$ cat src/sv/tat_pkg.sv
`timescale 1ns / 1ps
`default_nettype none
package tat_pkg;
    localparam int TABLE_ENTRIES = 16;
    localparam int CRED_SLOTS    = 64;
    localparam int ENT_IW  = (TABLE_ENTRIES > 1) ? $clog2(TABLE_ENTRIES) : 1;
    localparam int ADDR_W  = 32;
    localparam int FUNC_W  = 3;
    localparam int SLOT_W  = 6;
    localparam int CUR_W   = 7;
    localparam int CNT_W   = 5;
    localparam logic [CUR_W-1:0] SLOTS_END = CUR_W'(CRED_SLOTS);

    typedef enum logic [FUNC_W-1:0] {
        F_ADD    = 3'd0,
        F_REMOVE = 3'd1,
        F_PRUNE  = 3'd2,
        F_NOTE   = 3'd3,
        F_NEXT   = 3'd4,
        F_FORGET = 3'd5
    } func_t;

    typedef struct packed {
        logic claim;
        logic refresh;
        logic free;
    } ent_ctl_t;

    typedef struct packed {
        logic used;
        logic match;
        logic expired;
    } ent_stat_t;

    typedef struct packed {
        logic              clr_en;
        logic [ADDR_W-1:0] addr;
    } slot_bus_t;

    typedef struct packed {
        logic tok;
        logic hit;
    } slot_stat_t;
endpackage
`default_nettype wire

$ cat src/sv/tat_slot_cell.sv
`timescale 1ns / 1ps
`default_nettype none
module tat_slot_cell import tat_pkg::*;
(
    input  wire logic              clk,
    input  wire logic              rst_n,
    input  wire slot_bus_t         bus,
    input  wire logic              wr_en,
    input  wire logic [ADDR_W-1:0] wr_data,
    input  wire logic              inject,
    input  wire logic              tok_in,
    output logic                   tok_out,
    output slot_stat_t             stat
);
    logic [ADDR_W-1:0] row_reg, row_next;
    logic              tok_reg, tok_next;
    logic              hit;

    // stop the search token here on a match, otherwise hand it on
    assign hit      = tok_reg && (row_reg == bus.addr);
    assign tok_out  = tok_reg && !hit;
    assign stat.tok = tok_reg;
    assign stat.hit = hit;
    assign tok_next = inject || tok_in;

    always_comb
    begin
        row_next = row_reg;
        if (wr_en)
            row_next = wr_data;
        else if (bus.clr_en && (row_reg == bus.addr))
            row_next = '0;
    end

    always_ff @(posedge clk or negedge rst_n)
    begin
        if (!rst_n)
        begin
            row_reg <= '0;
            tok_reg <= 1'b0;
        end
        else
        begin
            row_reg <= row_next;
            tok_reg <= tok_next;
        end
    end
endmodule
`default_nettype wire

$ cat config.mk
export PLATFORM = sky130hd
export DESIGN_NAME = tat_slot_cell
export DESIGN_NICKNAME = d
export VERILOG_FILES = /design/src/sv/tat_pkg.sv /design/src/sv/tat_slot_cell.sv
export SDC_FILE = /design/constraint.sdc
export NUM_CORES = 1
export LEC_CHECK = 0
export BUFFER_PORTS_ARGS = -buffer_cell sky130_fd_sc_hd__buf_4
export CORE_ASPECT_RATIO = 1.2
export CORE_UTILIZATION = 50
export DETAILED_ROUTE_END_ITERATION = 10
export MAX_ROUTING_LAYER = met4
export PLACE_DENSITY = 0.91
export SYNTH_ARGS = -nofsm -noshare
export SYNTH_HDL_FRONTEND = slang
export SYNTH_SLANG_ARGS = --single-unit
$ cat constraint.sdc
create_clock -name clk -period 3.9 [get_ports clk]
set_input_delay 0.39 -clock clk [delete_from_list [all_inputs] [get_ports clk]]
set_output_delay 0.39 -clock clk [all_outputs]
set_load 0.02 [all_outputs]
==> summary.md <==
| Metric | Value |
|---|---|
| Status | `finished with violations` |
| Failing checks | `DRC` |
| Core Area | `around 3500 um2` |
| Area delta synth->final | `31.0%` |
| Syn nets | `roughly 230` |
| Initial Util | `0.539` |
| DR iter-0 viols | `50` |
| Setup tns final | `0 ns` |
| Gate count of the mapped netlist | `roughly 160` |
| Setup crit start kind | `flip-flop` |
| Reg2reg path depth | `5` |
| FF-to-FF setup slack | `between 2 and 2.5 ns` |
| Worst r2r src | `row_reg[15]` |
| Num CTS Buffers | `5` |
| Routed Antenna Nets | `0` |
| DIE WIDTH | `about 58 um` |
| Total global routing overflow | `0` |
| R2r endpoint | `row_reg[18]` |
| Clock share of power | `0.298` |
| Static Leakage | `1.14 nW` |
| Post_cts resized | `0` |
| Vias in the first global route | `~1400` |
| Yosys top cell by area | `dfrtp_1` |
| Synth warnings | `0` |
| Port buffer count | `72` |
| Post-DR wirelength/cell | `around 16 um` |
| Clock Path Buffers | `2` |
| Share of the synthesized area in the top cell type | `0.444` |
| Total track usage | `0.241` |
| Mean post-synth cell area | `roughly 12 um2` |
| Fin crit period | `~2.2 ns` |
| Via Count | `1484` |
| Critical Path Source | `row_reg[15]` |
| H-tree Lvls | `2` |
| Hold crit path type | `input pin to asynchronous set/reset pin` |
| Sink Count | `33` |
| Met1 wire length | `1680 um` |
| Highest metal used | `met4` |
| Initial antenna violation count | `0` |
| P_sw | `between 0.2 and 0.25 mW` |
| First-pass GRT wire length | `between 6000 and 7000 um` |
| WHS | `around 0.027 ns` |
| Clk_lat worst skew | `between 0.2 and 0.3 ns` |
| Final nets | `295` |
| GP Congestion | `about 0.76` |
| Routed vias/inst | `5.64` |
| Number of synthesized register bits | `33` |
| Setup Viol. Count Final | `0` |
| Die Area | `just under 4000 um2` |
| Final HPWL DP | `about 3000 um` |
| DRC errors left | `7` |
| Final Cycle Share | `0.565` |
| Antenna cell count | `0` |
| Power Density | `approximately 340 nW/um2` |
| P_int | `a little over 0.6 mW` |
| Post-Syn Area | `around 1900 um2` |
| Final Max Slew Viols | `0` |
| CP max FO | `3` |
| Num ports | `73` |
| Max Cap Viol | `0` |
| WL met2 | `roughly 2200 um` |
| CP Capture Type | `output port` |
| Slew headroom | `0.634` |
| Required @ worst endpoint | `approximately 3.5 ns` |
| Critical path class | `flip-flop to output port` |
| CTS clk-pin slew, worst paths | `approximately 0.070 ns` |
| Standard-cell rows | `23` |
| First-pass iteration count of the detailed router | `7` |
| Hold buffers post-CTS | `0` |
| Fmax | `about 450 MHz` |
| CTS tree | `done` |
| Reg power frac | `0.485` |
| Synth area leaders | `dfrtp_1, mux2i_1, xnor2_1` |
| VDD IR-drop max | `approximately 0.27 mV` |
| Total power | `between 0.8 and 0.9 mW` |
| Least-Margin Pin Slew | `0.549 ns` |
| Final wirelength | `between 4000 and 5000 um` |
| CTS Root Cell | `clkbuf_8` |
| Final setup margin | `roughly 1.7 ns` |
| Largest net degree at the start of global routing | `34` |
| Library cells used by synthesis | `14` |
| Dpl ws | `about 1.9 ns` |
| Metal3 WL | `343 um` |
| Max FFs per register | `32` |
| Combinational share of power | `0.217` |
| Post-Route Skew | `about 0.0050 ns` |
| Fraction of layout cells with a size suffix above 1 | `0.381` |
| Final hold vios | `0` |
| Sequential area share after synthesis | `0.444` |
| Critical path arrival | `between 1.5 and 2 ns` |
| Unrepaired setup endpoints after global routing | `false` |
| Sw Share | `0.264` |
| Die H | `a little under 70 um` |
| Post-CTS Setup Repair Bufs | `0` |
power groups by stage:
stage | Sequential, mW | Clock (mW) | Combinational, mW
floorplan | 0.401 | 0 | 0.104
detailed placement | 0.408 | 0 | 0.182
CTS | 0.401 | 0.249 | 0.183
global placement | 0.405 | 0 | 0.179
global route | 0.405 | 0.267 | 0.198
finish | 0.401 | 0.246 | 0.180
worst max-delay path, cell delays in order (launching register included):
cell and delay, ns:
dfrtp_1 0.39, xnor2_1 0.22, nand4_1 0.22, nor4_4 0.34, and3_1 0.21, buf_4 0.14
cells in the final DEF, fill, tap and decap left out, drive strengths merged:
| cell type | instances |
|---|---|
| or2 | 1 |
| and3 | 1 |
| a31oi | 32 |
| nor4 | 2 |
| xnor2 | 32 |
| nor2b | 1 |
| a21boi | 1 |
| clkbuf | 6 |
| dfrtp | 33 |
| buf | 75 |
| mux2i | 32 |
| nand4 | 8 |
| clkinv | 2 |
cells in the mapped netlist:
cell / number
a31oi_1: 32
mux2i_1: 32
clkbuf_1: 5
buf_2: 3
xnor2_1: 32
a21boi_0: 1
buf_4: 2
and3_1: 1
nand4_1: 8
nor4_4: 2
nor2b_1: 1
or2_2: 1
dfrtp_1: 33
buf_6: 6
stage by stage:
step	util	cell area, um2	cells
6_report	0.707	2440	263
5_1_grt	0.707	2440	263
4_1_cts	0.707	2440	263
3_5_place_dp	0.683	2360	255
3_3_place_gp	0.683	2360	255
2_1_floorplan	-	1860	159
worst max-delay path by stage:
stage	to	cells past startpoint
floorplan	stat[0]	5
global placement	stat[0]	6
detailed placement	stat[0]	6
global route	stat[0]	5
CTS	stat[0]	5
finish	stat[0]	5
logic make-up after synthesis:
kind of cell | count (synthesis) | share of synthesized area
compound gates | 33 | 0.112
xor+xnor | 32 | 0.151
buf+inv | 16 | 0.0625
flops | 33 | 0.444
mux | 32 | 0.172
simple gates | 13 | 0.0598
cell type report:
cell class              count  area, um2
multi-input cells         110        922
repair buffers             75        563
flip-flops and latches     33        826
well taps                  37       46.3
clock inverters             2       10.0
fillers                   273       1010
clock buffers               6       72.6
routing by layer:
metal  GRT usage  vias to the layer above
met1       0.301                      699
met3      0.0634                        9
met5           -                        -
met4      0.0982                        0
li1            -                      713
met2       0.376                       63
(Power assumes the default switching activity.)
