===== config.mk =====
export PLATFORM = sky130hd
export DESIGN_NAME = tat_entry_cell
export DESIGN_NICKNAME = d
export VERILOG_FILES = /design/src/sv/tat_pkg.sv /design/src/sv/tat_entry_cell.sv
export SDC_FILE = /design/constraint.sdc
export NUM_CORES = 1
export LEC_CHECK = 0
export BUFFER_PORTS_ARGS = -buffer_cell sky130_fd_sc_hd__clkbuf_2
export CAP_MARGIN = 20
export CELL_PAD_IN_SITES_DETAIL_PLACEMENT = 0
export CELL_PAD_IN_SITES_GLOBAL_PLACEMENT = 1
export CORE_MARGIN = 2
export CORE_UTILIZATION = 25
export DETAILED_ROUTE_END_ITERATION = 10
export HOLD_SLACK_MARGIN = 0.02
export PLACE_DENSITY = 0.65
export SYNTH_ARGS = -nofsm -noshare
export SYNTH_HDL_FRONTEND = slang
export SYNTH_SLANG_ARGS = --single-unit

===== constraint.sdc =====
create_clock -name clk -period 2.13 [get_ports clk]
set_clock_uncertainty 0.2 [all_clocks]
set_input_delay 0.3195 -clock clk [delete_from_list [all_inputs] [get_ports clk]]
set_output_delay 0.3195 -clock clk [all_outputs]
set_load 0.03 [all_outputs]

===== src/sv/tat_pkg.sv =====
`timescale 1ns / 1ps
`default_nettype none
package tat_pkg;
    localparam int TABLE_ENTRIES = 16;
    localparam int CRED_SLOTS    = 64;
    localparam int ENT_IW  = (TABLE_ENTRIES > 1) ? $clog2(TABLE_ENTRIES) : 1;
    localparam int ADDR_W  = 32;
    localparam int FUNC_W  = 3;
    localparam int SLOT_W  = 6;
    localparam int CUR_W   = 7;
    localparam int CNT_W   = 5;
    localparam logic [CUR_W-1:0] SLOTS_END = CUR_W'(CRED_SLOTS);

    typedef enum logic [FUNC_W-1:0] {
        F_ADD    = 3'd0,
        F_REMOVE = 3'd1,
        F_PRUNE  = 3'd2,
        F_NOTE   = 3'd3,
        F_NEXT   = 3'd4,
        F_FORGET = 3'd5
    } func_t;

    typedef struct packed {
        logic claim;
        logic refresh;
        logic free;
    } ent_ctl_t;

    typedef struct packed {
        logic used;
        logic match;
        logic expired;
    } ent_stat_t;

    typedef struct packed {
        logic              clr_en;
        logic [ADDR_W-1:0] addr;
    } slot_bus_t;

    typedef struct packed {
        logic tok;
        logic hit;
    } slot_stat_t;
endpackage
`default_nettype wire


===== src/sv/tat_entry_cell.sv =====
`timescale 1ns / 1ps
`default_nettype none
module tat_entry_cell import tat_pkg::*;
(
    input  wire logic              clk,
    input  wire logic              rst_n,
    input  wire ent_ctl_t          ctl,
    input  wire logic [ADDR_W-1:0] cmp_addr,
    input  wire logic [31:0]       expiry,
    input  wire logic [31:0]       now,
    output ent_stat_t              stat,
    output logic [ADDR_W-1:0]      address_out
);
    logic              used_reg, used_next;
    logic [ADDR_W-1:0] addr_reg, addr_next;
    logic [31:0]       exp_reg, exp_next;
    logic [31:0]       diff;

    assign diff         = now - exp_reg;
    assign stat.used    = used_reg;
    assign stat.match   = used_reg && (addr_reg == cmp_addr);
    assign stat.expired = used_reg && !diff[31];
    assign address_out  = addr_reg;

    always_comb
    begin
        used_next = used_reg;
        addr_next = addr_reg;
        exp_next  = exp_reg;
        if (ctl.claim)
        begin
            used_next = 1'b1;
            addr_next = cmp_addr;
            exp_next  = expiry;
        end
        else if (ctl.refresh)
        begin
            exp_next = expiry;
        end
        else if (ctl.free)
        begin
            used_next = 1'b0;
        end
    end

    always_ff @(posedge clk or negedge rst_n)
    begin
        if (!rst_n)
        begin
            used_reg <= 1'b0;
            addr_reg <= '0;
            exp_reg  <= '0;
        end
        else
        begin
            used_reg <= used_next;
            addr_reg <= addr_next;
            exp_reg  <= exp_next;
        end
    end
endmodule
`default_nettype wire


==> impl_metrics.env <==
export IMPL_cts_path_max_buffers=2
export IMPL_drc=0
export IMPL_antenna_found_initial=0
export IMPL_synthCells=298
export IMPL_fin_crit_ns=2.79
export IMPL_hold_path_class="primary input to register"
export IMPL_detail_route_antenna_nets=0
export IMPL_vias_per_cell=4.29
export IMPL_synth_adder_area_share_pct=10.6
export IMPL_period_share_pct=131
export IMPL_fmax_mhz=359
export IMPL_layoutNonFillerInstCount=679
export IMPL_synth_top_family_by_area="multiplexers"
export IMPL_nFillCells=1354
export IMPL_pin_count=136
export IMPL_drive_above_1_share_pct=54.1
export IMPL_coreArea_um2=13800
export IMPL_die_w_um=123
export IMPL_worst_pin_slew_ns=0.435
export IMPL_setup_viol=2
export IMPL_drtIter0Drc=85
export IMPL_grt_pass1_wl_um=14400
export IMPL_wl_per_cell_um=12.9
export IMPL_cp_arrival_ns=2.27
export IMPL_antennaDiodeCount=0
export IMPL_synth_compound_area_share_pct=4.74
export IMPL_ys_seq_elements=65
export IMPL_track_usage_pct=12.4
export IMPL_dp_cells=632
export IMPL_cp_end_kind="output pin"
export IMPL_cts_tree="built"
export IMPL_power_density_nw_per_um2=742
export IMPL_status="finished with violations"
export IMPL_hold_viol=0
export IMPL_cts_buffers=9
export IMPL_die_area_um2=15100
export IMPL_setup_ws_ns=-0.657
export IMPL_synth_seq_area_share_pct=46.0
export IMPL_grt_ovfl_total=0
export IMPL_insertion_delay_ns=0.33
export IMPL_crit_path_max_incr_delay_ns=0.38
export IMPL_clock_sinks=65
export IMPL_rows=43
export IMPL_synthSimpleGateAreaFrac_pct=5.77
export IMPL_rsz0062_at_grt="true"
export IMPL_synth_area_per_cell_um2=11.9
export IMPL_ys_warn_count=0
export IMPL_syn_area_um2=3540
export IMPL_slew_headroom_pct=71.0
export IMPL_wl_um=8780
export IMPL_cp_max_fo=3
export IMPL_slowest_stage="dfrtp_1"
export IMPL_path_clk_slew_ns=0.06
export IMPL_ir_drop_v=0.000306
export IMPL_maxCapViolations=0
export IMPL_synth_nets=429
export IMPL_synth_cell_types=25
export IMPL_initial_core_util_pct=25.6
export IMPL_dr_total_vias=2915
export IMPL_crit_chain="inv_2 -> ha_4 -> a21oi_2 -> o21ai_1 -> a221o_1 -> a211o_1 -> a2111o_1 -> nand3_4 -> buf_8"
export IMPL_slew_viol_final=0
export IMPL_area_growth_pct=53.7
export IMPL_portBuffers=135
export IMPL_synth_mux_area_share_pct=20.4
export IMPL_clock_root_buffer="clkbuf_16"
export IMPL_violations="setup timing"
export IMPL_dr_pass1_iters=4
export IMPL_place_hpwl_um=6600
export IMPL_die_height_um=123
export IMPL_cp_data_required_time_ns=1.61
export IMPL_grt_max_degree=66
export IMPL_grt_pass1_vias=3080
export IMPL_power_mw=4.03
export IMPL_worstSetupPathType="register to output pin"
export IMPL_synthXorXnorAreaFrac_pct=8.17
export IMPL_h_tree_depth=3
export IMPL_p_leak_nw=2.60
export IMPL_nets=625
export IMPL_start_kind="register"
export IMPL_place_congestion=0.705
stage by stage:
stage          utilization [%]  worst slack (ns)  cell area [µm²]  hold slack [ns]  setup TNS (ns)
2_1_floorplan                -            -0.235             3580           -0.176          -0.456
3_3_place_gp              33.9            -0.513             4680            0.161          -0.653
3_5_place_dp              33.9            -0.545             4680            0.162          -0.706
4_1_cts                   39.0            -0.802             5390           0.0205           -1.09
5_1_grt                   39.3            -0.763             5440           0.0263           -1.18
6_report                  39.3            -0.657             5440           0.0374          -0.837
cells in the final DEF, fill, tap and decap left out, drive strengths merged:
cell type / n
a2111o: 1
a211o: 1
a21o: 2
a21oi: 16
a221o: 1
and4: 1
buf: 34
bufinv: 2
clkbuf: 144
clkinv: 2
dfrtp: 65
dlygate4sd3: 27
ha: 30
inv: 31
mux2: 64
nand2: 10
nand2b: 1
nand3: 5
nand4: 12
nor2: 4
nor2b: 1
nor3: 1
nor4: 4
o21ai: 7
xnor2: 29
xor2: 4
report_power, final:
part,switching [mW],leakage (nW),internal [mW]
clock network,0.531,0.169,1.12
registers,0.0763,0.757,1.35
logic,0.472,1.68,0.483
final timing paths:
check / slack, ns / depth (start not counted) / start / to
worst min-delay path: 0.04 / 2 / expiry[14] / exp_reg[14]
max in group asynchronous: 1.09 / 3 / rst_n / address_out[25]
worst max register to register: 1.02 / 2 / address_out[17] / address_out[17]
worst min register to register: 0.30 / 1 / exp_reg[15] / exp_reg[15]
worst max-delay path: -0.66 / 9 / exp_reg[22] / stat[0]
min in group asynchronous: 0.33 / 3 / rst_n / exp_reg[4]
cells by family after synthesis:
group | after synthesis
AOI/OAI and AO/OA | 28
xor gates and xnor gates | 33
adders and majority gates | 30
buffers and inverters | 39
and+or+nand+nor | 39
muxes | 64
DFF | 65
cell type report:
type / instances / area (µm²) / share of cell area [%]
multi-input cells: 194 / 1910 / 35.1
flip-flops and latches: 65 / 1630 / 29.9
repair buffers: 193 / 1220 / 22.4
clock buffers: 12 / 267 / 4.90
well taps: 180 / 225 / 4.14
inverters: 31 / 116 / 2.14
clock inverters: 4 / 73.8 / 1.36
critical path, delay by kind of cell (launching register included):
| family | cells | cell delay [ns] |
|---|---|---|
| DFF | 1 | 0.38 |
| and+or+nand+nor | 1 | 0.08 |
| AOI/OAI and AO/OA | 5 | 1.10 |
| buffers and inverters | 2 | 0.19 |
| adders and majority gates | 1 | 0.20 |
cell usage after synthesis, drive strengths merged:
cell	n	share of area, %
a2111o	1	0.32
a211o	1	0.25
a21o	2	0.42
a21oi	16	2.5
a221o	1	0.28
and4	1	0.25
buf	4	0.64
clkbuf	4	0.42
dfrtp	65	46
ha	30	11
inv	31	3.3
mux2	64	20
nand2	10	1.1
nand2b	1	0.18
nand3	5	0.71
nand4	12	2.1
nor2	4	0.42
nor2b	1	0.18
nor3	1	0.14
nor4	4	0.71
o21ai	7	0.99
xnor2	29	7.2
xor2	4	0.99
timing repair:
item                                    CTS  global route
gates resized for setup                  11            11
setup buffers                             4             0
pin swaps                                12             2
endpoints found under the hold margin    91             0
endpoints found under the setup margin    2             2
hold buffers                             27             0
layer usage:
| metal | track usage (%) | part of all wire [%] |
|---|---|---|
| met5 | 0 | 0 |
| met4 | 5.89 | 1.7 |
| met3 | 3.92 | 7.8 |
| met2 | 21.0 | 50 |
| met1 | 14.2 | 41 |
Note: power is estimated with default switching activity, not from simulation.
